<file path="src/sv/sgw_pkg.sv">
// Shared types, codes and small tables of the scaled glyph row pixel writer.
package sgw_pkg;

    // Pixel formats held in the pixel_mode register.
    localparam logic [1:0] MODE_BGRA32 = 2'd0;
    localparam logic [1:0] MODE_BGR24  = 2'd1;
    localparam logic [1:0] MODE_RGB565 = 2'd2;
    localparam logic [1:0] MODE_NONE   = 2'd3;

    // Configuration register indexes.
    localparam logic [2:0] REG_FRAME_BASE    = 3'd0;
    localparam logic [2:0] REG_SCREEN_WIDTH  = 3'd1;
    localparam logic [2:0] REG_SCREEN_HEIGHT = 3'd2;
    localparam logic [2:0] REG_LINE_PITCH    = 3'd3;
    localparam logic [2:0] REG_PIXEL_MODE    = 3'd4;

    // One glyph row to draw.
    typedef struct packed {
        logic [7:0]  glyph_row;
        logic [2:0]  row_index;
        logic [11:0] origin_x;
        logic [11:0] origin_y;
        logic [23:0] fore_rgb;
        logic [23:0] back_rgb;
    } in_t;

    // One framebuffer write.
    typedef struct packed {
        logic [31:0] byte_address;
        logic [31:0] pixel_data;
        logic [2:0]  byte_count;
        logic        last_write;
    } out_t;

    // Position of the sweep inside the scaled row.
    typedef struct packed {
        logic [2:0] dx;
        logic       sy;
        logic       sx;
    } cursor_t;

    typedef enum logic [2:0] {
        ST_IDLE,
        ST_ROW0,
        ST_ROW1,
        ST_SWEEP,
        ST_FLUSH
    } state_t;

    // Left edge of a glyph column inside the 12 pixel wide cell.
    function automatic logic [3:0] col_offset(input logic [2:0] dx);
        return (4'(dx[2:1]) * 4'd3) + 4'({dx[0], 1'b0});
    endfunction

    // Top edge of a glyph row inside the 14 line high cell.
    function automatic logic [3:0] row_offset(input logic [2:0] row);
        return (row[2] ? 4'd7 : 4'd0) + 4'({row[1:0], 1'b0});
    endfunction

    // Colour 0xRRGGBB packed down to RGB565.
    function automatic logic [15:0] to_rgb565(input logic [23:0] c);
        return {c[23:19], c[15:10], c[7:3]};
    endfunction

    // Bytes stored per pixel; the unsupported mode gives zero.
    function automatic logic [2:0] mode_bytes(input logic [1:0] mode);
        logic [2:0] b;
        unique case (mode)
            MODE_BGRA32: b = 3'd4;
            MODE_BGR24:  b = 3'd3;
            MODE_RGB565: b = 3'd2;
            default:     b = 3'd0;
        endcase
        return b;
    endfunction

endpackage

</file>
<file path="src/sv/sgw_pixel_gen.sv">
// Evaluates the candidate pixel at the sweep cursor: clipping, address and data.
module sgw_pixel_gen (
    input  sgw_pkg::in_t     item,
    input  logic [12:0]      y0,
    input  sgw_pkg::cursor_t cur,
    input  logic [1:0]       pixel_mode,
    input  logic [12:0]      screen_width,
    input  logic [12:0]      screen_height,
    input  logic [31:0]      row_addr0,
    input  logic [31:0]      row_addr1,
    output logic             visible,
    output sgw_pkg::out_t    cand
);

    logic [12:0] x_cur;
    logic [12:0] y_cur;
    logic [14:0] x_bytes;
    logic [23:0] color;
    logic [31:0] row_addr;

    // Pixel coordinates and clipping against the visible screen.
    assign x_cur   = 13'(item.origin_x) + 13'(sgw_pkg::col_offset(cur.dx)) + 13'(cur.sx);
    assign y_cur   = y0 + 13'(cur.sy);
    assign visible = (x_cur < screen_width) && (y_cur < screen_height);

    // Byte offset of the pixel within its line.
    always_comb begin
        unique case (pixel_mode)
            sgw_pkg::MODE_BGRA32: x_bytes = {x_cur, 2'b00};
            sgw_pkg::MODE_BGR24:  x_bytes = 15'({x_cur, 1'b0}) + 15'(x_cur);
            sgw_pkg::MODE_RGB565: x_bytes = 15'({x_cur, 1'b0});
            default:              x_bytes = '0;
        endcase
    end

    assign row_addr = cur.sy ? row_addr1 : row_addr0;
    assign color    = item.glyph_row[3'd7 - cur.dx] ? item.fore_rgb : item.back_rgb;

    // The write itself; the last flag is set later by the sequencer.
    always_comb begin
        cand.byte_address = row_addr + 32'(x_bytes);
        cand.pixel_data   = (pixel_mode == sgw_pkg::MODE_RGB565)
                            ? {16'h0000, sgw_pkg::to_rgb565(color)}
                            : {8'h00, color};
        cand.byte_count   = sgw_pkg::mode_bytes(pixel_mode);
        cand.last_write   = 1'b0;
    end

endmodule

</file>
<file path="src/sv/scaled_glyph_row_pixel_writer.sv">
// Top level of the scaled glyph row pixel writer: sequencer, registers and output stage.
//
// An item on the s_ channel is one 8-pixel glyph row with its row index, the
// character cell origin and two colours. The block draws it scaled by 3/2 across
// and 7/4 down and emits one framebuffer write per visible pixel on the m_
// channel, ordered by glyph column, then sub-row, then sub-column; the final
// write of an item carries last_write. Clipped pixels and pixel mode 3 give no
// writes. Configuration registers are written through cfg_wr_en, cfg_index and
// cfg_wdata; the user must write them only while the block is idle, which the
// block itself does not enforce. Unknown indexes are ignored. After an item is
// accepted, the shared multiplier forms the two line start addresses in ST_ROW0
// and ST_ROW1, then the sweep visits one candidate pixel a cycle unless stalled:
// 12 candidates for a one-line row, 24 for a two-line row, plus the flush state
// that releases the final write. One write is held back until the next visible
// one is found, so the last flag is known; the first write moves out at the second
// visible pixel or in the flush state. A receiver stall halts the sweep only when
// both the held write and the output register are full. Reset (aresetn low,
// sampled on aclk) empties both, returns to idle and restores register defaults.
module scaled_glyph_row_pixel_writer (
    input  logic          aclk,
    input  logic          aresetn,
    input  logic          cfg_wr_en,
    input  logic [2:0]    cfg_index,
    input  logic [31:0]   cfg_wdata,
    input  logic          s_valid,
    output logic          s_ready,
    input  sgw_pkg::in_t  s_item,
    output logic          m_valid,
    input  logic          m_ready,
    output sgw_pkg::out_t m_item
);

    // Configuration registers.
    logic [31:0] frame_base_reg;
    logic [12:0] screen_width_reg;
    logic [12:0] screen_height_reg;
    logic [14:0] line_pitch_reg;
    logic [1:0]  pixel_mode_reg;

    // Sequencer and item registers.
    sgw_pkg::state_t  state_reg, state_next;
    sgw_pkg::in_t     item_reg, item_next;
    logic [12:0]      y0_reg, y0_next;
    logic             tall_reg, tall_next;
    sgw_pkg::cursor_t cur_reg, cur_next;
    logic [31:0]      row_addr0_reg, row_addr0_next;
    logic [31:0]      row_addr1_reg, row_addr1_next;
    sgw_pkg::out_t    pend_reg, pend_next;
    logic             pend_valid_reg, pend_valid_next;
    sgw_pkg::out_t    out_reg, out_next;
    logic             out_valid_reg, out_valid_next;

    logic [12:0]   mul_y;
    logic [27:0]   mul_prod;
    logic [31:0]   row_sum;
    logic          visible;
    sgw_pkg::out_t cand;
    logic          out_free;
    logic          cur_final;
    logic          stall;

    // Configuration writes.
    always_ff @(posedge aclk) begin
        if (!aresetn) begin
            frame_base_reg    <= 32'd0;
            screen_width_reg  <= 13'd1024;
            screen_height_reg <= 13'd768;
            line_pitch_reg    <= 15'd4096;
            pixel_mode_reg    <= sgw_pkg::MODE_BGRA32;
        end else if (cfg_wr_en) begin
            unique case (cfg_index)
                sgw_pkg::REG_FRAME_BASE:    frame_base_reg    <= cfg_wdata;
                sgw_pkg::REG_SCREEN_WIDTH:  screen_width_reg  <= cfg_wdata[12:0];
                sgw_pkg::REG_SCREEN_HEIGHT: screen_height_reg <= cfg_wdata[12:0];
                sgw_pkg::REG_LINE_PITCH:    line_pitch_reg    <= cfg_wdata[14:0];
                sgw_pkg::REG_PIXEL_MODE:    pixel_mode_reg    <= cfg_wdata[1:0];
                default: ;
            endcase
        end
    end

    // Shared multiplier: line start for the first, then the second sub-row.
    assign mul_y    = (state_reg == sgw_pkg::ST_ROW1) ? y0_reg + 13'd1 : y0_reg;
    assign mul_prod = 28'(mul_y) * 28'(line_pitch_reg);
    assign row_sum  = frame_base_reg + 32'(mul_prod);

    sgw_pixel_gen u_pixel_gen (
        .item          (item_reg),
        .y0            (y0_reg),
        .cur           (cur_reg),
        .pixel_mode    (pixel_mode_reg),
        .screen_width  (screen_width_reg),
        .screen_height (screen_height_reg),
        .row_addr0     (row_addr0_reg),
        .row_addr1     (row_addr1_reg),
        .visible       (visible),
        .cand          (cand)
    );

    // The last glyph column is one pixel wide, so its final candidate has sx low.
    assign out_free  = !out_valid_reg || m_ready;
    assign cur_final = (cur_reg.dx == 3'd7) && (cur_reg.sy == tall_reg);
    assign stall     = visible && pend_valid_reg && !out_free;
    assign s_ready   = (state_reg == sgw_pkg::ST_IDLE);
    assign m_valid   = out_valid_reg;
    assign m_item    = out_reg;

    // Next state and datapath control.
    always_comb begin
        state_next      = state_reg;
        item_next       = item_reg;
        y0_next         = y0_reg;
        tall_next       = tall_reg;
        cur_next        = cur_reg;
        row_addr0_next  = row_addr0_reg;
        row_addr1_next  = row_addr1_reg;
        pend_next       = pend_reg;
        pend_valid_next = pend_valid_reg;
        out_next        = out_reg;
        out_valid_next  = out_valid_reg;

        if (out_valid_reg && m_ready) begin
            out_valid_next = 1'b0;
        end

        unique case (state_reg)
            sgw_pkg::ST_IDLE: begin
                if (s_valid) begin
                    item_next = s_item;
                    y0_next   = 13'(s_item.origin_y)
                                + 13'(sgw_pkg::row_offset(s_item.row_index));
                    tall_next = (s_item.row_index[1:0] != 2'd3);
                    cur_next  = '0;
                    if (pixel_mode_reg != sgw_pkg::MODE_NONE) begin
                        state_next = sgw_pkg::ST_ROW0;
                    end
                end
            end
            sgw_pkg::ST_ROW0: begin
                row_addr0_next = row_sum;
                state_next     = sgw_pkg::ST_ROW1;
            end
            sgw_pkg::ST_ROW1: begin
                row_addr1_next = row_sum;
                state_next     = sgw_pkg::ST_SWEEP;
            end
            sgw_pkg::ST_SWEEP: begin
                if (!stall) begin
                    // A visible pixel pushes the held write out and takes its place.
                    if (visible) begin
                        if (pend_valid_reg) begin
                            out_next       = pend_reg;
                            out_valid_next = 1'b1;
                        end
                        pend_next       = cand;
                        pend_valid_next = 1'b1;
                    end
                    // Step sub-column, then sub-row, then glyph column.
                    if (cur_final) begin
                        state_next = sgw_pkg::ST_FLUSH;
                    end else if (!cur_reg.dx[0] && !cur_reg.sx) begin
                        cur_next.sx = 1'b1;
                    end else if (tall_reg && !cur_reg.sy) begin
                        cur_next.sx = 1'b0;
                        cur_next.sy = 1'b1;
                    end else begin
                        cur_next.sx = 1'b0;
                        cur_next.sy = 1'b0;
                        cur_next.dx = cur_reg.dx + 3'd1;
                    end
                end
            end
            sgw_pkg::ST_FLUSH: begin
                // The held write is the final one of the item.
                if (!pend_valid_reg) begin
                    state_next = sgw_pkg::ST_IDLE;
                end else if (out_free) begin
                    out_next            = pend_reg;
                    out_next.last_write = 1'b1;
                    out_valid_next      = 1'b1;
                    pend_valid_next     = 1'b0;
                    state_next          = sgw_pkg::ST_IDLE;
                end
            end
            default: state_next = sgw_pkg::ST_IDLE;
        endcase
    end

    // Control state.
    always_ff @(posedge aclk) begin
        if (!aresetn) begin
            state_reg      <= sgw_pkg::ST_IDLE;
            pend_valid_reg <= 1'b0;
            out_valid_reg  <= 1'b0;
        end else begin
            state_reg      <= state_next;
            pend_valid_reg <= pend_valid_next;
            out_valid_reg  <= out_valid_next;
        end
    end

    // Payload registers.
    always_ff @(posedge aclk) begin
        item_reg      <= item_next;
        y0_reg        <= y0_next;
        tall_reg      <= tall_next;
        cur_reg       <= cur_next;
        row_addr0_reg <= row_addr0_next;
        row_addr1_reg <= row_addr1_next;
        pend_reg      <= pend_next;
        out_reg       <= out_next;
    end

endmodule

</file>
<file path="config.mk">
export PLATFORM = sky130hd
export DESIGN_NAME = scaled_glyph_row_pixel_writer
export DESIGN_NICKNAME = d
export VERILOG_FILES = /design/src/sv/sgw_pkg.sv /design/src/sv/sgw_pixel_gen.sv /design/src/sv/scaled_glyph_row_pixel_writer.sv
export SDC_FILE = /design/constraint.sdc
export NUM_CORES = 1
export LEC_CHECK = 0
export ABC_AREA = 1
export BUFFER_PORTS_ARGS = -buffer_cell sky130_fd_sc_hd__buf_4
export CORE_ASPECT_RATIO = 1.5
export CORE_MARGIN = 1.5
export CORE_UTILIZATION = 50
export CTS_BUF_LIST = sky130_fd_sc_hd__clkbuf_8
export DETAILED_ROUTE_END_ITERATION = 8
export GPL_TIMING_DRIVEN = 0
export PLACE_DENSITY_LB_ADDON = 0.12
export SYNTH_ARGS = -nofsm -noshare
export SYNTH_HDL_FRONTEND = slang
export SYNTH_HIERARCHICAL = 1
export SYNTH_SLANG_ARGS = --single-unit
</file>
<file path="constraint.sdc">
create_clock -name aclk -period 10.45 [get_ports aclk]
set_input_delay 0 -clock aclk [delete_from_list [all_inputs] [get_ports aclk]]
set_output_delay 0 -clock aclk [all_outputs]
set_load 0.05 [all_outputs]
</file>
# Word-level counts from Yosys, hierarchy flattened
# Cells that the tools add are included.
# W data, S select, Z words.
[word_totals] out_inout_bits=70 register_bits=366 elab_cells=144
[classes] n_mux=42 n_lt_le_gt_ge=3 bitwise=1 n_eq_ne=26 reduce_logical=31 n_mul=2 n_addsub=12
[ops] operator="$mux W68" n=5
[ops] operator="$pmux W68 S2" n=1
[ops] operator="$pmux W15 S3" n=1
[ops] operator="$add A32 B15 Y32" n=1
[ops] operator="$add A32 B28 Y32" n=1
[ops] operator="$mux W32" n=1
[ops] operator="$mul A13 B15 Y28" n=1
[ops] operator="$add A12 B4 Y13" n=2
[ops] operator="$add A13 B1 Y13" n=2
[ops] operator="$lt A13 B13 Y1" n=2
[ops] operator="$mux W24" n=1
[ops] operator="$mux W3" n=8
[ops] operator="$ne A2 B2 Y1 const B" n=12
[ops] operator="$mux W16" n=1
[ops] operator="$add A14 B13 Y15" n=1
[ops] operator="$mux W5" n=3
[ops] operator="$pmux W3 S5" n=1
[ops] operator="$add A13 B1 Y13 const B" n=1
[ops] operator="$mux W13" n=1
[ops] operator="$eq A3 B2 Y1 const B" n=4
[ops] operator="$mux W1" n=12
[ops] operator="$reduce_and A2 Y1" n=6
[ops] operator="$reduce_and A6 Y1" n=2
[ops] operator="$pmux W5 S2" n=1
[ops] operator="28 further kinds" n=46

# Logic depth before layout (Yosys ltp)
[depth] depth_word=10 depth_mapped=33 ltp_nobuf=32

# Cells and area by module
# The synthesis kept the hierarchy.
[by_module_without_submodules] module="scaled_glyph_row_pixel_writer" seq_area_each_um2=10670.2 area_per_inst_um2=20833.7 n_inst=1 cells_per_inst=1957
[by_module_without_submodules] module="sgw_pixel_gen" seq_area_each_um2=0.0 area_per_inst_um2=4371.7 n_inst=1 cells_per_inst=707

# Least setup slack after synthesis
# Ideal clock, no wire load.
[synth_path] path_type="register to register" from="register cur_reg[2] in the netlist's numbering" to="register out_reg, in the netlist m_item[0] (enable)" period_less_slack_ns=6.708 required_ns=9.955 stages_incl_launch_ff=24 path_slack_ns=3.742 setup_ns=0.495 path_buffers=0 arrival_time_ns=6.213 cell_sequence="edfxtp_1 -> fa_1 -> ha_1 -> ha_1 -> nand3_1 -> nand3_2 -> nand2_1 -> nand2_1 -> ha_1 -> a21oi_1 -> o221ai_1 -> nand2_1 -> nand2_1 -> nand2_1 -> nand3b_1 -> nand3_1 -> nand2_1 -> nand2_1 -> nand2_1 -> a21oi_1 -> nand2_1 -> nand2_1 -> nand2_1 -> nor2_1"
[synth_via] elab_chain_len=9 word_cells_on_any_way=10
[synth_lines] element="start, declared" line="scaled_glyph_row_pixel_writer.sv:45" text="sgw_pkg::cursor_t cur_reg, cur_next;"
[synth_lines] element="start signal, assigned" line="scaled_glyph_row_pixel_writer.sv:207" text="cur_reg <= cur_next;"
[synth_lines] element="$add A4 B2 Y4 (*)" line="sgw_pkg.sv:52" text="return (4'(dx[2:1]) * 4'd3) + 4'({dx[0], 1'b0});"
[synth_lines] element="$add A12 B4 Y13 (*)" line="sgw_pixel_gen.sv:22" text="assign x_cur = 13'(item.origin_x) + 13'(sgw_pkg::col_offset(cur.dx)) + 13'(cur.sx);"
[synth_lines] element="$add A13 B1 Y13 (*)" line="sgw_pixel_gen.sv:22"
[synth_lines] element="$lt A13 B13 Y1 (*)" line="sgw_pixel_gen.sv:24" text="assign visible = (x_cur < screen_width) && (y_cur < screen_height);"
[synth_lines] element="$logic_and A1 B1 Y1 (*)" line="sgw_pixel_gen.sv:24"
[synth_lines] element="net visible" line="scaled_glyph_row_pixel_writer.sv:56" text="logic visible;"
[synth_lines] element="$logic_and A1 B1 Y1 (2 in series)" line="scaled_glyph_row_pixel_writer.sv:103" text="assign stall = visible && pend_valid_reg && !out_free;"
[synth_lines] element="$ne A2 B2 Y1 (no source line)"
[synth_lines] element="$reduce_and A6 Y1 (no source line) (*)"
[synth_lines] element="end signal, assigned" line="scaled_glyph_row_pixel_writer.sv:211" text="out_reg <= out_next;"
[synth_lines] element="end, declared" line="scaled_glyph_row_pixel_writer.sv:50" text="sgw_pkg::out_t out_reg, out_next;"
# Mark *: on every way through the listed nets, which the timed path passes. The rest lies on a longest branch.
# A chain may end at the register's enable or synchronous reset.

# Final worst setup path
[layout_path] from="register state_reg[1]" to="register row_addr1_reg[29] (data pin)"
[layout_via] elab_chain_len=4
[layout_lines] element="start, declared" line="scaled_glyph_row_pixel_writer.sv:41" text="sgw_pkg::state_t state_reg, state_next;"
[layout_lines] element="start signal, assigned" line="scaled_glyph_row_pixel_writer.sv:192" text="state_reg <= sgw_pkg::ST_IDLE;"
[layout_lines] element="start signal, assigned" line="scaled_glyph_row_pixel_writer.sv:196" text="state_reg <= state_next;"
[layout_lines] element="$eq A3 B2 Y1" line="scaled_glyph_row_pixel_writer.sv:83" text="assign mul_y = (state_reg == sgw_pkg::ST_ROW1) ? y0_reg + 13'd1 : y0_reg;"
[layout_lines] element="$mux W13" line="scaled_glyph_row_pixel_writer.sv:83"
[layout_lines] element="$mul A13 B15 Y28" line="scaled_glyph_row_pixel_writer.sv:84" text="assign mul_prod = 28'(mul_y) * 28'(line_pitch_reg);"
[layout_lines] element="$add A32 B28 Y32" line="scaled_glyph_row_pixel_writer.sv:85" text="assign row_sum = frame_base_reg + 32'(mul_prod);"
[layout_lines] element="net row_sum[29]" line="scaled_glyph_row_pixel_writer.sv:55" text="logic [31:0] row_sum;"
[layout_lines] element="end signal, assigned" line="scaled_glyph_row_pixel_writer.sv:209" text="row_addr1_reg <= row_addr1_next;"
[layout_lines] element="end, declared" line="scaled_glyph_row_pixel_writer.sv:47" text="logic [31:0] row_addr1_reg, row_addr1_next;"
# The timed path passes the listed nets, and every way through them passes these cells.

==> impl_metrics.toml <==
[status]
status = "completed"

[grt]
grt_pass1_vias = 19600
track_usage_pct = 26.3
grt_pass1_wl_um = 102000
overflow = 0
grt_max_degree = 42
antenna_found_initial = 2

[placement]
dp_slack_ns = 3.49
placed_cells = 3513
dp.final_hpwl_um = 51200
portBuffers = 191
gp_congestion = 1.02

[detailed_routing]
maxUsedRoutingLayer = "met4"
wl_met1_um = 24700
dr_wl_met3_um = 2440
met2_length_um = 34900
drt_iter0_markers = 794
drtPass1Iterations = 6
viasPerCell = 5.00
wl_um = 64700
wire_per_inst_um = 17.2
final_antenna_net_count = 0
vias = 18800
drc = 0

[sta]
fin_hold_ws_ns = 0.0773
fin_crit_ns = 6.99
clock_skew_ns = 0.0420
max_slew.worst_pin.slew_ns = 0.807
maxSlewHeadroom_pct = 46.2
setup_viol = 0
tns_ns = 0
fmax_mhz = 143
rsz0062_at_grt = "false"
post-route-period-util_pct = 66.9
setup_ws_ns = 3.46
finalHoldViolCount = 0
drv_slew = 0

[cts]
cts_tree = "done"
root_buffer = "clkbuf_8"
cts_made_buffers = 56
cts_max_level = 2
clk-insertion-delay-late_ns = 0.65
cts_resized = 0
ctsLongestPathBuffers = 3
clkSlewWorstSetupHoldPaths_ns = 0.07
clock-sinks = 367

[power]
p_per_area_nw_per_um2 = 227
ir_drop_uv = 147
switching_share_pct = 44.0
share_comb_of_total_power_pct = 52.9
p_sw_uw = 2950
pwr-share-clk_pct = 16.1
intPower_uw = 3760
leakage_uw = 0.0138
seq_power_share_pct = 31.0

[worst_setup_path]
start_kind = "flip-flop"
crit_fanout = 41
cpMostUsedCell = "nand2_1"
critPathKind = "flip-flop to flip-flop"
critPathBufInv = 8
cp_slowest_cell = "fa_1"
crit_family = "adder cells"
critPathCaptureType = "flip-flop"
reg2reg_depth = 27
cp.arrival_ns = 7.35
r2r_start = "state_reg[1]"
reg2reg_to = "row_addr1_reg[29]"
critPathRequiredTime_ns = 10.81
reg2reg_slack_ns = 3.46
cp_slowest_stage_delay_ns = 0.59

[min_path]
worstHoldStart = "s_item[78]"
hold_depth = 2
min_to = "item_reg[78]"
hold_class = "primary input to flip-flop"

[finish]
drive_gt1_share_pct = 13.2
layout.nets = 3510
instances_no_fill = 3758
area_growth_pct = 19.7

[synth]
yosysWarnings = 6
syn-cell-area_um2 = 24800
syn_area_per_cell_um2 = 9.35
netlist_instances = 2649

[die]
initial_utilization_pct = 50.7
rows = 99
die_h_um = 276
ios = 193
die_w_um = 185
core-area_um2 = 48800
die-area_um2 = 50900

[job]
drv_cap = 0
==> repair_timing <==
action	CTS	global route
endpoints found under the setup margin	0	0
hold endpoints to repair	181	0
setup buffers	0	0
hold buffers	139	0
==> worst max path at each step <==
stage            startpoint           endpoint  slack (ns)  cells after the start
2_1_floorplan    cur_reg[2]          m_item[0]        3.74                     23
3_3_place_gp     cur_reg[2]         m_item[67]        1.67                     22
3_5_place_dp   state_reg[2]  row_addr1_reg[30]        3.49                     30
4_1_cts        state_reg[1]  row_addr1_reg[30]        3.45                     29
5_1_grt        state_reg[1]  row_addr0_reg[30]        3.04                     29
6_report       state_reg[1]  row_addr1_reg[29]        3.46                     27
==> layout make-up <==
cell class | count | area (µm²)
Fill cell | 4258 | 19200
Inverter | 501 | 1880
Clock inverter | 48 | 235
Sequential cell | 367 | 10200
Buffer | 67 | 350
Clock buffer | 56 | 771
Antenna cell | 2 | 5.00
Multi-Input combinational cell | 1722 | 12400
Tap cell | 656 | 821
Timing Repair Buffer | 339 | 2980
==> metrics by stage <==
| step | utilization (%) | instance area (µm²) | total power [µW] |
|---|---|---|---|
| after floorplan | - | 24800 | 4630 |
| after global placement | 55.4 | 27000 | 5540 |
| after detailed placement | 55.8 | 27200 | 5610 |
| after CTS | 60.7 | 29600 | 6770 |
| after global routing | 60.7 | 29600 | 7280 |
| final | 60.7 | 29600 | 6710 |
==> power groups by stage <==
stage / combinational [µW] / sequential [µW] / clock [µW]
4_1_cts: 3570 / 2080 / 1120
2_1_floorplan: 2540 / 2090 / 0
3_3_place_gp: 3400 / 2130 / 0
6_report: 3550 / 2080 / 1080
5_1_grt: 3990 / 2100 / 1180
3_5_place_dp: 3500 / 2110 / 0
==> placed cells by master, fill, tap and decap left out, types with 80 or more instances in the layout <==
| master | instances |
|---|---|
| a21oi_1 | 102 |
| buf_4 | 204 |
| dfxtp_1 | 80 |
| dlygate4sd3_1 | 139 |
| edfxtp_1 | 287 |
| fa_1 | 177 |
| ha_1 | 156 |
| inv_1 | 496 |
| nand2_1 | 526 |
| nand3_1 | 126 |
| nor2_1 | 248 |
| o21ai_0 | 106 |
==> layer usage <==
layer	vias to the layer above	global-route usage, %
met5	-	0
met3	130	2.86
li1	9240	-
met4	0	11.5
met2	423	50.7
met1	9011	28.7
==> worst reg2reg max path: stages (launching register included) <==
cell     delay (ns)
dfxtp_1        0.40
inv_2          0.08
nor2_4         0.22
buf_6          0.38
nand2_1        0.10
nand2_1        0.07
nand2_1        0.27
inv_1          0.20
buf_4          0.24
nand2_1        0.11
fa_1           0.53
inv_1          0.06
fa_1           0.51
fa_1           0.54
fa_1           0.44
fa_1           0.59
inv_1          0.07
fa_1           0.51
inv_1          0.04
ha_1           0.35
nand2_1        0.13
inv_1          0.06
a21oi_1        0.25
nand2_1        0.21
nand2_1        0.14
nand2_1        0.06
nand2_1        0.06
nand2_1        0.07
Power figures use the tool's default switching activity.
